## src/hw/rtl/usrm_pkg.sv

```systemverilog
`timescale 1ns / 1ps

package usrm_pkg;

    // fixed field widths of the item on either side
    localparam int PRICE_IN_W = 32;
    localparam int MEAN_W     = 17;

    // input tdata layout
    localparam int PRICE_LSB    = 0;
    localparam int PRICE_OK_BIT = 32;
    localparam int HIGH_LSB     = 33;
    localparam int HIGH_OK_BIT  = 65;
    localparam int LOW_LSB      = 66;
    localparam int LOW_OK_BIT   = 98;
    localparam int S_TDATA_W    = 104;

    // output tdata layout
    localparam int MEAN_LSB    = 0;
    localparam int MEAN_OK_BIT = 17;
    localparam int M_TDATA_W   = 24;

    // divider command
    typedef struct packed {
        logic load;
        logic long_run;
    } div_ctl_t;

endpackage

```

## src/hw/rtl/usrm_div.sv

```systemverilog
`timescale 1ns / 1ps

module usrm_div #(
    parameter int REM_W       = 32,
    parameter int DVD_W       = 29,
    parameter int QUO_W       = 17,
    parameter int SHORT_STEPS = 16,
    parameter int LONG_STEPS  = 29
) (
    input  logic                  aclk,
    input  logic                  aresetn,
    input  usrm_pkg::div_ctl_t    ctl,
    input  logic [REM_W-1:0]      rem_init,
    input  logic [REM_W-1:0]      divisor,
    input  logic [DVD_W-1:0]      dividend,
    output logic                  done,
    output logic [QUO_W-1:0]      quotient
);
    import usrm_pkg::*;

    localparam int STEP_W = $clog2(LONG_STEPS + 1);

    logic [REM_W-1:0]  rem_reg;
    logic [REM_W-1:0]  dvs_reg;
    logic [DVD_W-1:0]  dvd_reg;
    logic [QUO_W-1:0]  quo_reg;
    logic [STEP_W-1:0] cnt_reg;
    logic              busy_reg;
    logic              done_reg;

    logic [REM_W:0]    shifted;
    logic [REM_W:0]    diff;
    logic              ge;

    // one restoring step per cycle
    assign shifted = {rem_reg, dvd_reg[DVD_W-1]};
    assign diff    = shifted - {1'b0, dvs_reg};
    assign ge      = ~diff[REM_W];

    always_ff @(posedge aclk) begin
        if (!aresetn) begin
            busy_reg <= 1'b0;
            done_reg <= 1'b0;
            cnt_reg  <= '0;
        end else begin
            done_reg <= 1'b0;
            if (ctl.load) begin
                busy_reg <= 1'b1;
                cnt_reg  <= ctl.long_run ? STEP_W'(LONG_STEPS) : STEP_W'(SHORT_STEPS);
            end else if (busy_reg) begin
                cnt_reg <= cnt_reg - STEP_W'(1);
                if (cnt_reg == STEP_W'(1)) begin
                    busy_reg <= 1'b0;
                    done_reg <= 1'b1;
                end
            end
        end
    end

    always_ff @(posedge aclk) begin
        if (ctl.load) begin
            rem_reg <= rem_init;
            dvs_reg <= divisor;
            dvd_reg <= dividend;
            quo_reg <= '0;
        end else if (busy_reg) begin
            rem_reg <= ge ? diff[REM_W-1:0] : shifted[REM_W-1:0];
            dvd_reg <= dvd_reg << 1;
            quo_reg <= {quo_reg[QUO_W-2:0], ge};
        end
    end

    assign done     = done_reg;
    assign quotient = quo_reg;

endmodule

```

## src/hw/rtl/upper_shadow_ratio_mean_unit.sv

```systemverilog
`timescale 1ns / 1ps

// channel  dir  tdata (low bit up)                                       tuser         tlast
// s_       in   bar_price, price_ok, bar_high, high_ok, bar_low, low_ok  series_start  series_end
// m_       out  mean_ratio, mean_ok                                      -             -
//
// a skipped bar goes through range, shadow, check and finish back to idle; a counted bar
// also sends its ratio through the shared bit-serial divider, unless the ratio
// saturates at 1.0
// a series_end bar then runs the mean divide on the same divider (not when no bar was
// counted), and waits while an earlier result still sits in the output register
// synchronous active-low reset clears the sequencer, accumulators and output valid
// a result waiting on m_tready does not hold off the next input item

module upper_shadow_ratio_mean_unit #(
    parameter int PRICE_BITS      = 32,
    parameter int RATIO_FRAC_BITS = 16,
    parameter int MAX_BARS        = 4096
) (
    input  logic                             aclk,
    input  logic                             aresetn,
    input  logic                             s_tvalid,
    output logic                             s_tready,
    // bar_price, price_ok, bar_high, high_ok, bar_low, low_ok, zero pad
    input  logic [usrm_pkg::S_TDATA_W-1:0]   s_tdata,
    // series_start
    input  logic                             s_tuser,
    input  logic                             s_tlast,
    output logic                             m_tvalid,
    input  logic                             m_tready,
    // mean_ratio, mean_ok, zero pad
    output logic [usrm_pkg::M_TDATA_W-1:0]   m_tdata
);
    import usrm_pkg::*;

    localparam int PB      = PRICE_BITS;
    localparam int RF      = RATIO_FRAC_BITS;
    localparam int COUNT_W = $clog2(MAX_BARS + 1);
    localparam int SUM_W   = RF + COUNT_W;
    localparam int DW      = (PB > COUNT_W) ? PB : COUNT_W;
    localparam int QUO_W   = (RF + 1 > MEAN_W) ? RF + 1 : MEAN_W;
    localparam logic [SUM_W-1:0]   RATIO_ONE = SUM_W'(1) << RF;
    localparam logic [COUNT_W-1:0] COUNT_MAX = COUNT_W'(MAX_BARS);

    localparam logic [2:0] ST_IDLE   = 3'd0;
    localparam logic [2:0] ST_RANGE  = 3'd1;
    localparam logic [2:0] ST_SHADOW = 3'd2;
    localparam logic [2:0] ST_CHECK  = 3'd3;
    localparam logic [2:0] ST_DIV    = 3'd4;
    localparam logic [2:0] ST_FINISH = 3'd5;
    localparam logic [2:0] ST_OUT    = 3'd6;

    logic [2:0]         state_reg;
    logic [2:0]         state_next;

    logic [PB-1:0]      close_reg;
    logic [PB-1:0]      high_reg;
    logic [PB-1:0]      low_reg;
    logic               close_ok_reg;
    logic               high_ok_reg;
    logic               low_ok_reg;
    logic               start_reg;
    logic               end_reg;

    logic [PB-1:0]      prior_price_reg;
    logic               prior_ok_reg;
    logic [SUM_W-1:0]   ratio_sum_reg;
    logic [COUNT_W-1:0] kept_count_reg;

    logic [PB-1:0]      range_reg;
    logic               range_pos_reg;
    logic [PB-1:0]      top_reg;
    logic [PB-1:0]      shadow_reg;
    logic               keep_reg;
    logic               mean_mode_reg;
    logic [MEAN_W-1:0]  mean_val_reg;
    logic               mean_ok_reg;

    logic               m_tvalid_reg;
    logic [M_TDATA_W-1:0] m_tdata_reg;
    logic [M_TDATA_W-1:0] out_word;

    logic [PB:0]        range_diff;
    logic [PB:0]        shadow_diff;
    logic               in_fire;
    logic               out_free;

    div_ctl_t           div_ctl;
    logic [DW-1:0]      div_rem_init;
    logic [DW-1:0]      div_divisor;
    logic [SUM_W-1:0]   div_dividend;
    logic               div_done;
    logic [QUO_W-1:0]   div_quotient;

    assign s_tready    = (state_reg == ST_IDLE);
    assign in_fire     = s_tvalid && s_tready;
    assign out_free    = !m_tvalid_reg || m_tready;
    assign range_diff  = {1'b0, high_reg} - {1'b0, low_reg};
    assign shadow_diff = {1'b0, high_reg} - {1'b0, top_reg};

    always_comb begin
        out_word                     = '0;
        out_word[MEAN_LSB +: MEAN_W] = mean_val_reg;
        out_word[MEAN_OK_BIT]        = mean_ok_reg;
    end

    always_comb begin
        state_next = state_reg;
        case (state_reg)
            ST_IDLE:   if (in_fire) state_next = ST_RANGE;
            ST_RANGE:  state_next = ST_SHADOW;
            ST_SHADOW: state_next = ST_CHECK;
            ST_CHECK: begin
                if (keep_reg && shadow_reg < range_reg) begin
                    state_next = ST_DIV;
                end else begin
                    state_next = ST_FINISH;
                end
            end
            ST_DIV: begin
                if (div_done) state_next = mean_mode_reg ? ST_OUT : ST_FINISH;
            end
            ST_FINISH: begin
                if (!end_reg) begin
                    state_next = ST_IDLE;
                end else if (kept_count_reg == '0) begin
                    state_next = ST_OUT;
                end else begin
                    state_next = ST_DIV;
                end
            end
            ST_OUT:    if (out_free) state_next = ST_IDLE;
            default:   state_next = ST_IDLE;
        endcase
    end

    // divider command and operands
    always_comb begin
        div_ctl.load     = 1'b0;
        div_ctl.long_run = 1'b0;
        div_rem_init     = DW'(shadow_reg);
        div_divisor      = DW'(range_reg);
        div_dividend     = '0;
        case (state_reg)
            ST_CHECK: begin
                div_ctl.load = keep_reg && shadow_reg < range_reg;
            end
            ST_FINISH: begin
                div_ctl.load     = end_reg && kept_count_reg != '0;
                div_ctl.long_run = 1'b1;
                div_rem_init     = '0;
                div_divisor      = DW'(kept_count_reg);
                div_dividend     = ratio_sum_reg;
            end
            default: begin
                div_ctl.load = 1'b0;
            end
        endcase
    end

    usrm_div #(
        .REM_W       (DW),
        .DVD_W       (SUM_W),
        .QUO_W       (QUO_W),
        .SHORT_STEPS (RF),
        .LONG_STEPS  (SUM_W)
    ) u_div (
        .aclk     (aclk),
        .aresetn  (aresetn),
        .ctl      (div_ctl),
        .rem_init (div_rem_init),
        .divisor  (div_divisor),
        .dividend (div_dividend),
        .done     (div_done),
        .quotient (div_quotient)
    );

    // control state
    always_ff @(posedge aclk) begin
        if (!aresetn) begin
            state_reg      <= ST_IDLE;
            prior_price_reg <= '0;
            prior_ok_reg   <= 1'b0;
            ratio_sum_reg  <= '0;
            kept_count_reg <= '0;
            m_tvalid_reg   <= 1'b0;
        end else begin
            state_reg <= state_next;
            if (state_reg == ST_OUT && out_free) begin
                m_tvalid_reg <= 1'b1;
            end else if (m_tready) begin
                m_tvalid_reg <= 1'b0;
            end
            case (state_reg)
                ST_SHADOW: begin
                    prior_price_reg <= close_reg;
                    prior_ok_reg    <= close_ok_reg;
                    if (start_reg) begin
                        ratio_sum_reg  <= '0;
                        kept_count_reg <= '0;
                    end
                end
                ST_CHECK: begin
                    if (keep_reg && shadow_reg >= range_reg) begin
                        ratio_sum_reg  <= ratio_sum_reg + RATIO_ONE;
                        kept_count_reg <= kept_count_reg + COUNT_W'(1);
                    end
                end
                ST_DIV: begin
                    if (div_done && !mean_mode_reg) begin
                        ratio_sum_reg  <= ratio_sum_reg + SUM_W'(div_quotient[RF-1:0]);
                        kept_count_reg <= kept_count_reg + COUNT_W'(1);
                    end
                end
                ST_OUT: begin
                    if (out_free) begin
                        ratio_sum_reg  <= '0;
                        kept_count_reg <= '0;
                        prior_ok_reg   <= 1'b0;
                    end
                end
                default: begin
                    prior_ok_reg <= prior_ok_reg;
                end
            endcase
        end
    end

    // payload
    always_ff @(posedge aclk) begin
        case (state_reg)
            ST_IDLE: begin
                if (in_fire) begin
                    close_reg    <= PB'(s_tdata[PRICE_LSB +: PRICE_IN_W]);
                    high_reg     <= PB'(s_tdata[HIGH_LSB +: PRICE_IN_W]);
                    low_reg      <= PB'(s_tdata[LOW_LSB +: PRICE_IN_W]);
                    close_ok_reg <= s_tdata[PRICE_OK_BIT];
                    high_ok_reg  <= s_tdata[HIGH_OK_BIT];
                    low_ok_reg   <= s_tdata[LOW_OK_BIT];
                    start_reg    <= s_tuser;
                    end_reg      <= s_tlast;
                end
            end
            ST_RANGE: begin
                range_reg     <= range_diff[PB-1:0];
                range_pos_reg <= !range_diff[PB] && range_diff[PB-1:0] != '0;
                top_reg       <= (prior_price_reg > close_reg) ? prior_price_reg : close_reg;
            end
            ST_SHADOW: begin
                shadow_reg    <= shadow_diff[PB] ? '0 : shadow_diff[PB-1:0];
                keep_reg      <= !start_reg && prior_ok_reg && close_ok_reg && high_ok_reg
                                 && low_ok_reg && range_pos_reg
                                 && kept_count_reg < COUNT_MAX;
                mean_mode_reg <= 1'b0;
            end
            ST_DIV: begin
                if (div_done && mean_mode_reg) begin
                    mean_val_reg <= div_quotient[MEAN_W-1:0];
                    mean_ok_reg  <= 1'b1;
                end
            end
            ST_FINISH: begin
                mean_mode_reg <= 1'b1;
                mean_val_reg  <= '0;
                mean_ok_reg   <= 1'b0;
            end
            ST_OUT: begin
                if (out_free) begin
                    m_tdata_reg <= out_word;
                end
            end
            default: begin
                keep_reg <= keep_reg;
            end
        endcase
    end

    assign m_tvalid = m_tvalid_reg;
    assign m_tdata  = m_tdata_reg;

endmodule

```

## config.mk

```make
export PLATFORM = sky130hd
export DESIGN_NAME = upper_shadow_ratio_mean_unit
export DESIGN_NICKNAME = d
export VERILOG_FILES = /design/src/hw/rtl/usrm_pkg.sv /design/src/hw/rtl/usrm_div.sv /design/src/hw/rtl/upper_shadow_ratio_mean_unit.sv
export SDC_FILE = /design/constraint.sdc
export NUM_CORES = 1
export LEC_CHECK = 0
export BUFFER_PORTS_ARGS = -buffer_cell sky130_fd_sc_hd__buf_2
export CAP_MARGIN = 20
export CORE_UTILIZATION = 62
export CTS_CLUSTER_SIZE = 28
export DETAILED_ROUTE_END_ITERATION = 6
export GPL_TIMING_DRIVEN = 1
export PLACE_DENSITY = 0.81
export SETUP_SLACK_MARGIN = 0.2
export SKIP_CTS_REPAIR_TIMING = 1
export SLEW_MARGIN = 20
export SYNTH_ARGS = -nofsm -noshare
export SYNTH_HDL_FRONTEND = slang
export SYNTH_SLANG_ARGS = --single-unit
```

## constraint.sdc

```tcl
create_clock -name aclk -period 7.05 [get_ports aclk]
set_input_delay 1.0575 -clock aclk [delete_from_list [all_inputs] [get_ports aclk]]
set_output_delay 1.0575 -clock aclk [all_outputs]
set_load 0.03 [all_outputs]
```

==> Word-level counts from Yosys, hierarchy flattened <==
Index checks and enable logic that the tools add are counted.
Widths: inputs -> output; s select.
{ "classes": {"reduce_logical": 36, "eq_ne": 14, "bitwise": 3, "add_sub_neg": 7, "n_mux": 45, "n_lt_le_gt_ge": 4} }
{ "ops": {"columns": ["op", "count"], "rows": [
  ["$mux 29", 7],
  ["$mux 32", 5],
  ["$pmux 29 s4", 1],
  ["$sub 32x32->33", 2],
  ["$mux 13", 5],
  ["$pmux 13 s4", 1],
  ["$pmux 17 s2", 1],
  ["$sub 33x32->33", 1],
  ["$ge 32x32->1", 1],
  ["$gt 32x32->1", 1],
  ["$lt 32x32->1", 1],
  ["$reduce_bool 32->1", 1],
  ["$add 29x16->29", 1],
  ["$add 29x17->29 const B", 1],
  ["$pmux 3 s7", 1],
  ["$mux 17", 1],
  ["$logic_and 1x1->1", 14],
  ["$add 13x1->13 const B", 1],
  ["$logic_not 13->1", 1],
  ["$lt 13x13->1 const B", 1],
  ["$reduce_bool 13->1", 1],
  ["$mux 3", 4],
  ["$mux 1", 10],
  ["$mux 5", 2],
  ["20 further kinds", 44]
]} }
{ "word_totals": {"word_cells": 140, "input_bits": 110, "ff_bits": 432, "output_inout_bits": 26} }

==> Longest topological paths before layout <==
Gate-level depths: netlist of run 1.
{ "depth": {"word_depth": 7, "depth_mapped": 14} }

==> By module <==
A second synthesis of run 1 with hierarchy kept.
{ "hier_totals": {"cells_unflattened": 2384, "area_unflattened_um2": 24626.1} }
{ "modules_own_cells": {"columns": ["module", "cells_per_inst", "n_inst", "area_per_inst_um2", "seq_area_each_um2"], "rows": [
  ["upper_shadow_ratio_mean_unit", 1766, 1, 17933.4, 8668.3],
  ["usrm_div", 618, 1, 6692.7, 3273.1]
]} }

==> Worst setup path after synthesis of run 1 <==
No wires, ideal clock.
{ "synth_path": {"path_type": "register to register", "startpoint": "register state_reg[0]", "endpoint": "register range_pos_reg (enable)", "period_less_slack_ps": 5782, "stages_incl_launch_ff": 4, "setup_time_ps": 568, "path_buffers": 1, "slack_ps": 1268, "arrival_ps": 5214, "path_cell_list": "dfxtp_1 > clkbuf_1 > inv_1 > nor3_1"} }
{ "synth_between": {"elab_chain_len": 1} }
{ "synth_lines": {"columns": ["item", "line", "text"], "rows": [
  ["from (decl)", "upper_shadow_ratio_mean_unit.sv:53", "logic [2:0] state_reg;"],
  ["from (signal assigned)", "upper_shadow_ratio_mean_unit.sv:188", "state_reg <= state_next;"],
  ["$eq 3x1->1", "upper_shadow_ratio_mean_unit.sv:231", "case (state_reg)"],
  ["to (signal assigned)", "upper_shadow_ratio_mean_unit.sv:246", "range_pos_reg <= !range_diff[PB] && range_diff[PB-1:0] != '0;"],
  ["to (decl)", "upper_shadow_ratio_mean_unit.sv:71", "logic range_pos_reg;"]
]} }
Every way passes these cells.
A chain may end at the register's enable or synchronous reset.

==> Final worst setup path of run 1 <==
{ "layout_path": {"startpoint": "register u_div.dvd_reg[28]", "endpoint": "register u_div.rem_reg[1] (data pin)"} }
{ "layout_between": {"elab_chain_len": 4} }
{ "layout_lines": {"columns": ["item", "line", "text"], "rows": [
  ["from (decl)", "usrm_div.sv:25", "logic [DVD_W-1:0] dvd_reg;"],
  ["from (signal assigned)", "usrm_div.sv:64", "dvd_reg <= dividend;"],
  ["from (signal assigned)", "usrm_div.sv:68", "dvd_reg <= dvd_reg << 1;"],
  ["$sub 33x32->33", "usrm_div.sv:37", "assign diff = shifted - {1'b0, dvs_reg};"],
  ["$mux 32", "usrm_div.sv:67", "rem_reg <= ge ? diff[REM_W-1:0] : shifted[REM_W-1:0];"],
  ["$mux 32", "usrm_div.sv:66", "end else if (busy_reg) begin"],
  ["$mux 32", "usrm_div.sv:61", "if (ctl.load) begin"],
  ["to (signal assigned)", "usrm_div.sv:62", "rem_reg <= rem_init;"],
  ["to (signal assigned)", "usrm_div.sv:67", null],
  ["to (decl)", "usrm_div.sv:23", "logic [REM_W-1:0] rem_reg;"]
]} }
Every way passes these cells. The select of a mux whose other input is x is not followed.

==> impl_results.md, run 1 <==
* Status: finished, final reports clean
* Least-Margin Pin Slew at 1.15 ns
* Vias at 17900
* Synthesized flop and latch total at 432
* Share of cells above drive strength 1 at a little under an eighth
* Die Width at 199 µm
* CP endpoint kind: flop
* Setup CP Type: reg2reg
* Fin crit period at 4.48 ns
* Most frequent cells in the layout: 329 x edfxtp_1, 257 x nand2_1, 194 x inv_1
* Critical path's top delay family: compound AO/OA/AOI/OAI gates
* Final core utilization at 70.3%
* Worst VDD drop at 0.311 mV
* Rows at 71
* Most common cell after layout, fill and taps aside: edfxtp_1
* Max H-tree Level at 2
* Drt via density at roughly 5.9
* P&R area growth vs syn at 10.8%
* Syn Area/Cell at a little over 10 µm²
* Fin nets at approximately 2800
* Critical path peak fanout at 25
* Worst Hold Path Cells at 0
* EDFF count, synth at 329
* Antenna violations before repair at 0
* Syn. warnings at 0
* CP peak stage delay at approximately 0.50 ns
* Ports at 136
* Unrepaired setup endpoints after global routing: false
* Sequential share of the synthesized area at 49.5%
* Most used cell, CP: o211ai_1
* Routed wire per std cell at 17.5 µm
* Layout Cells excl Fill at 3007
* Static Leak at 11.0 nW
* Initial core utilization at 63.5%
* CTS root buffer: clkbuf_16
* CTS tree: done
* Later-pin clock latency in the skew report at 0.58 ns
* Slew Viols, Final at 0
* I/O Buffers at 124
* Worst Setup Start Kind: flop
* Routed wire length at 52800 µm
* Inserted Clock Buffers at 45
* Final-report setup violation count at 0
* Clk_skew at 0.0185 ns
* Worst path required time at 7.46 ns
* Unique cell type count in the Yosys netlist at 84
* GRT Total Usage at 26.9%
* Iter 0 DRT Violations at 1257
* Total grt overflow at 0
* Length in cells of the worst reg-to-reg path at 13
* Setup_tns at 0 ns
* CP max-delay cell: xnor2_4
* Mapped cell area at ~24000 µm²
* FFs w/ async S/R, synth at 0%
* Max-cap violations at 0
* DRC viols at 0
* Synth Instances at 2354
* Antenna Nets Post-Route at 0
* Core area at 38000 µm²
* Power per cell area at 329 nW/µm²
* Longest Clk Path Bufs at 3
* Placed insts at 2923
* Hold/Removal Path Class: reg2reg
* Detail Placement HPWL at around 38000 µm
* CTS sink cnt at about 430
* Gpl congestion at 0.888
* Drt first pass iters at 6
* Largest net degree at the start of global routing at 84
* Tcrit/Tclk final at 63.6%
* Die ar. at 39700 µm²
* Relative slew slack at 23.1%
* Final Hold Fails at 0
* Crit-path cells: inv_1, ha_1, fa_1, nor2b_1, o211ai_1, a311o_1, and2_1, o211ai_1, a311oi_1, xnor2_4, buf_4, mux2_2, o21ai_0
* Antenna cells at 0
* Area of the multi-input gates at between 10000 and 15000 µm²
* Register area at about 12000 µm²
* Vias in the first global route at 17500
* Design area at 26700 µm²
* Synth Flop Type: edfxtp_1
* Overall Power at 0.00880 W
* DP Area at around 25000 µm²
* Fmax at 223 MHz
* Levels on crit path at 13
* Worst Path Arrival at 4.89 ns
* Die extent in y at ~200 µm
* WP buf/inv at 2
* First-pass GRT wire length at 85000 µm
* Clk pin slew, worst setup/hold paths at 0.06 ns
* Fillers at 2827
worst paths after layout:
kind	slack, ns	end	from
worst min-delay path	0.42	m_tdata[15]	mean_val_reg[15]
worst max-delay path	2.57	u_div.rem_reg[1]	u_div.dvd_reg[28]
worst min register to register	0.42	m_tdata[15]	mean_val_reg[15]
worst max register to register	2.57	u_div.rem_reg[1]	u_div.dvd_reg[28]
final cells by class:
class                      count  share of cell area, %
clock buffer                  69                   5.10
clock inverter                15                  0.496
inverter                     196                   2.75
multi-input combinational   1640                   41.7
sequential                   432                   44.7
tap                          511                   2.39
timing repair buffer         144                   2.88
Yosys cell counts (36+ instances only):
library cell  number  share of area [%]
edfxtp_1         329                 41
nand2_1          257                4.0
inv_1            195                3.0
ha_1             181                9.4
o21ai_0          157                3.3
nor2_1           140                2.2
a21oi_1          114                2.4
dfxtp_1          103                8.5
clkbuf_1          77                1.2
nand3_1           66                1.4
a21o_1            61                1.9
a21boi_0          59                1.8
xnor2_1           49                1.8
mux2i_1           47                1.9
and2_1            36               0.93
routing by layer:
metal | track usage [%] | routed length [µm]
met1 | 33.1 | 22000
met2 | 46.8 | 25600
met3 | 3.92 | 3060
met4 | 12.1 | 2070
met5 | 0 | 0
where the power goes:
group / switching [W] / leakage, nW / internal (W)
clock network: 0.000996 / 0.734 / 0.00138
logic: 0.00176 / 6.39 / 0.00108
registers: 0.000223 / 3.87 / 0.00336
total: 0.00297 / 11.0 / 0.00582
per-stage QoR:
step | hold slack [ns] | setup WS, ns
2_1_floorplan | 0.400 | 1.27
3_3_place_gp | 0.401 | 2.66
3_5_place_dp | 0.405 | 2.59
4_1_cts | 0.417 | 2.57
5_1_grt | 0.427 | 2.42
6_report | 0.415 | 2.57
cell families after synthesis:
group,synth area share [%]
AOI/OAI and AO/OA,15.1
xor gates and xnor gates,3.15
adders and majority gates,9.72
buffers and inverters,4.61
DFF,49.5
muxes,3.54
other,0.0155
and+or+nand+nor,14.4
Note: power is estimated with default switching activity, not from simulation.
==> run 2, diff against run 1 <==
clock period = 4.5 ns   (was 7.05 ns; I/O delays follow)
==> impl_results.md, run 2 (synthesis gave the netlist of run 1 again) <==
* Die Width at 199 µm (unchanged)
* Fin crit period at 4.10 ns (was 4.48 ns)
* CTS sink cnt at 432 (unchanged)
* Critical path peak fanout at 29 (was 25)
* Fmax at 244 MHz (was 223 MHz)
* Internal at 0.00909 W (was 0.00582 W)
* Crit-path cells: inv_1, ha_1, fa_1, nor2b_1, o211ai_1, a311o_1, and2_1, o211ai_1, a311oi_1, xnor2_4, buf_12, mux2i_1, o21ai_0 (was inv_1, ha_1, fa_1, nor2b_1, o211ai_1, a311o_1, and2_1, o211ai_1, a311oi_1, xnor2_4, buf_4, mux2_2, o21ai_0)
* Die ar. at 39700 µm² (unchanged)
* Initial core utilization at 63.5% (unchanged)
* Final-report setup violation count at 0 (unchanged)
* Iter 0 DRT Violations at 1176 (was 1257)
* Power per cell area at 515 nW/µm² (was 329 nW/µm²)
* Clk_skew at 0.0222 ns (was 0.0185 ns)
* P_sw at 0.00470 W (was 0.00297 W)
* Worst Setup Start Kind: flop (unchanged)
* Length in cells of the worst reg-to-reg path at 13 (unchanged)
* Antenna Nets Post-Route at 0 (unchanged)
* Relative slew slack at 29.7% (was 23.1%)
* Ports at 136 (unchanged)
* Least-Margin Pin Slew at 1.05 ns (was 1.15 ns)
* First-pass GRT wire length at 86300 µm (was 85000 µm)
* Levels on crit path at 13 (unchanged)
* Placed insts at 2926 (was 2923)
* Final core utilization at 70.5% (was 70.3%)
* Worst Hold Path Cells at 1 (was 0)
* Later-pin clock latency in the skew report at 0.59 ns (was 0.58 ns)
* Worst path required time at 4.81 ns (was 7.46 ns)
* Routed wire per std cell at 17.9 µm (was 17.5 µm)
* Slew Viols, Final at 0 (unchanged)
* Vias in the first global route at 17700 (was 17500)
* Most frequent cells in the layout: 329 x edfxtp_1, 257 x nand2_1, 194 x inv_1 (unchanged)
* Hold/Removal Path Class: in2reg (was reg2reg)
* Rows at 71 (unchanged)
* Core area at 38000 µm² (unchanged)
* Inserted Clock Buffers at 46 (was 45)
* Drt first pass iters at 7 (was 6)
* Clk pin slew, worst setup/hold paths at 0.06 ns (about the same)
* Critical path's top delay family: compound AO/OA/AOI/OAI gates (unchanged)
* Status: finished, final reports clean (unchanged)
* Setup CP Type: reg2reg (unchanged)
* CP peak stage delay at 0.47 ns (was 0.50 ns)
* Largest net degree at the start of global routing at 101 (was 84)
* Die extent in y at 199 µm (unchanged)
* Share of cells above drive strength 1 at 11.7% (was 11.4%)
* CTS root buffer: clkbuf_16 (unchanged)
* P&R area growth vs syn at 11.0% (was 10.8%)
* Total grt overflow at 0 (unchanged)
* Unrepaired setup endpoints after global routing: true (was false)
* CTS tree: done (unchanged)
* I/O Buffers at 124 (unchanged)
* Vias at 17900 (about the same)
* Layout Cells excl Fill at 3015 (was 3007)
* Antenna cells at 0 (unchanged)
* CP endpoint kind: flop (unchanged)
* Worst VDD drop at 0.356 mV (was 0.311 mV)
* Gpl congestion at 0.866 (was 0.888)
* Combinational cell fraction of total power at 32.7% (was 32.3%)
* Sequential Power Share at 40.7% (about the same)
* Fin nets at 2761 (was 2754)
* Overall Power at 0.0138 W (was 0.00880 W)
* WP buf/inv at 2 (unchanged)
* Drt via density at 5.94 (about the same)
* Tcrit/Tclk final at 91.2% (was 63.6%)
* Final hold slack at 0.262 ns (was 0.415 ns)
* Antenna violations before repair at 1 (was 0)
* Final Hold Fails at 0 (unchanged)
* DRC viols at 0 (unchanged)
* Most used cell, CP: o211ai_1 (unchanged)
* Max-cap violations at 0 (unchanged)
* Routed wire length at 53900 µm (was 52800 µm)
* Max H-tree Level at 2 (unchanged)
* Clk network pwr share at 26.7% (was 27.0%)
* Sw frac at 34.1% (was 33.8%)
* Worst Path Arrival at 4.41 ns (was 4.89 ns)
* Longest Clk Path Bufs at 3 (unchanged)
* Detail Placement HPWL at 38000 µm (was 37700 µm)
* CP max-delay cell: o211ai_1 (was xnor2_4)
* GRT Total Usage at 27.5% (was 26.9%)
* Most common cell after layout, fill and taps aside: edfxtp_1 (unchanged)
* Setup_tns at 0 ns (unchanged)
* Static Leak at 11.0 nW (about the same)
run 2: changes by cell type in the layout (fill, tap and decap cells not counted), moves of 2 or more:
cell,previous run,this run
buf_12,0,3
buf_4,20,23
clkbuf_16,48,46
clkbuf_8,8,5
clkinv_2,7,10
inv_6,1,6
run 2: worst paths after layout:
check | from | end | slack, ns
setup reg to reg | u_div.dvd_reg[28] | u_div.rem_reg[11] | 0.40
hold / removal | s_tdata[90] | low_reg[24] | 0.26
setup / recovery | u_div.dvd_reg[28] | u_div.rem_reg[11] | 0.40
hold reg to reg | mean_val_reg[14] | m_tdata[14] | 0.42
run 2: power by group through the flow:
stage	Sequential [W]	Clock, W	Combinational (W)
floorplan	0.00555	0	0.00334
global placement	0.00566	0	0.00424
detailed placement	0.00568	0	0.00440
CTS	0.00560	0.00373	0.00445
global route	0.00567	0.00389	0.00498
finish	0.00561	0.00368	0.00450
run 2: cell type report:
| class | instances | area, µm² |
|---|---|---|
| Clock buffer | 62 | 1260 |
| Sequential cell | 432 | 11900 |
| Clock inverter | 24 | 205 |
| Timing Repair Buffer | 150 | 853 |
| Tap cell | 511 | 639 |
| Multi-Input combinational cell | 1640 | 11200 |
| Fill cell | 2845 | 11200 |
| Inverter | 196 | 736 |
run 2: routing by layer:
layer,wire [µm],vias up,GRT usage [%]
met5,13,-,0
met4,2190,2,13.7
met3,2550,141,3.54
met2,26600,536,48.4
met1,22500,8488,33.0
li1,-,8733,-
run 2: per-stage QoR:
step / cell area (µm²) / setup WS, ns
6_report: 26800 / 0.397
5_1_grt: 26800 / 0.210
3_3_place_gp: 25300 / 0.428
3_5_place_dp: 25300 / 0.349
2_1_floorplan: 24200 / 0.731
4_1_cts: 26800 / 0.303
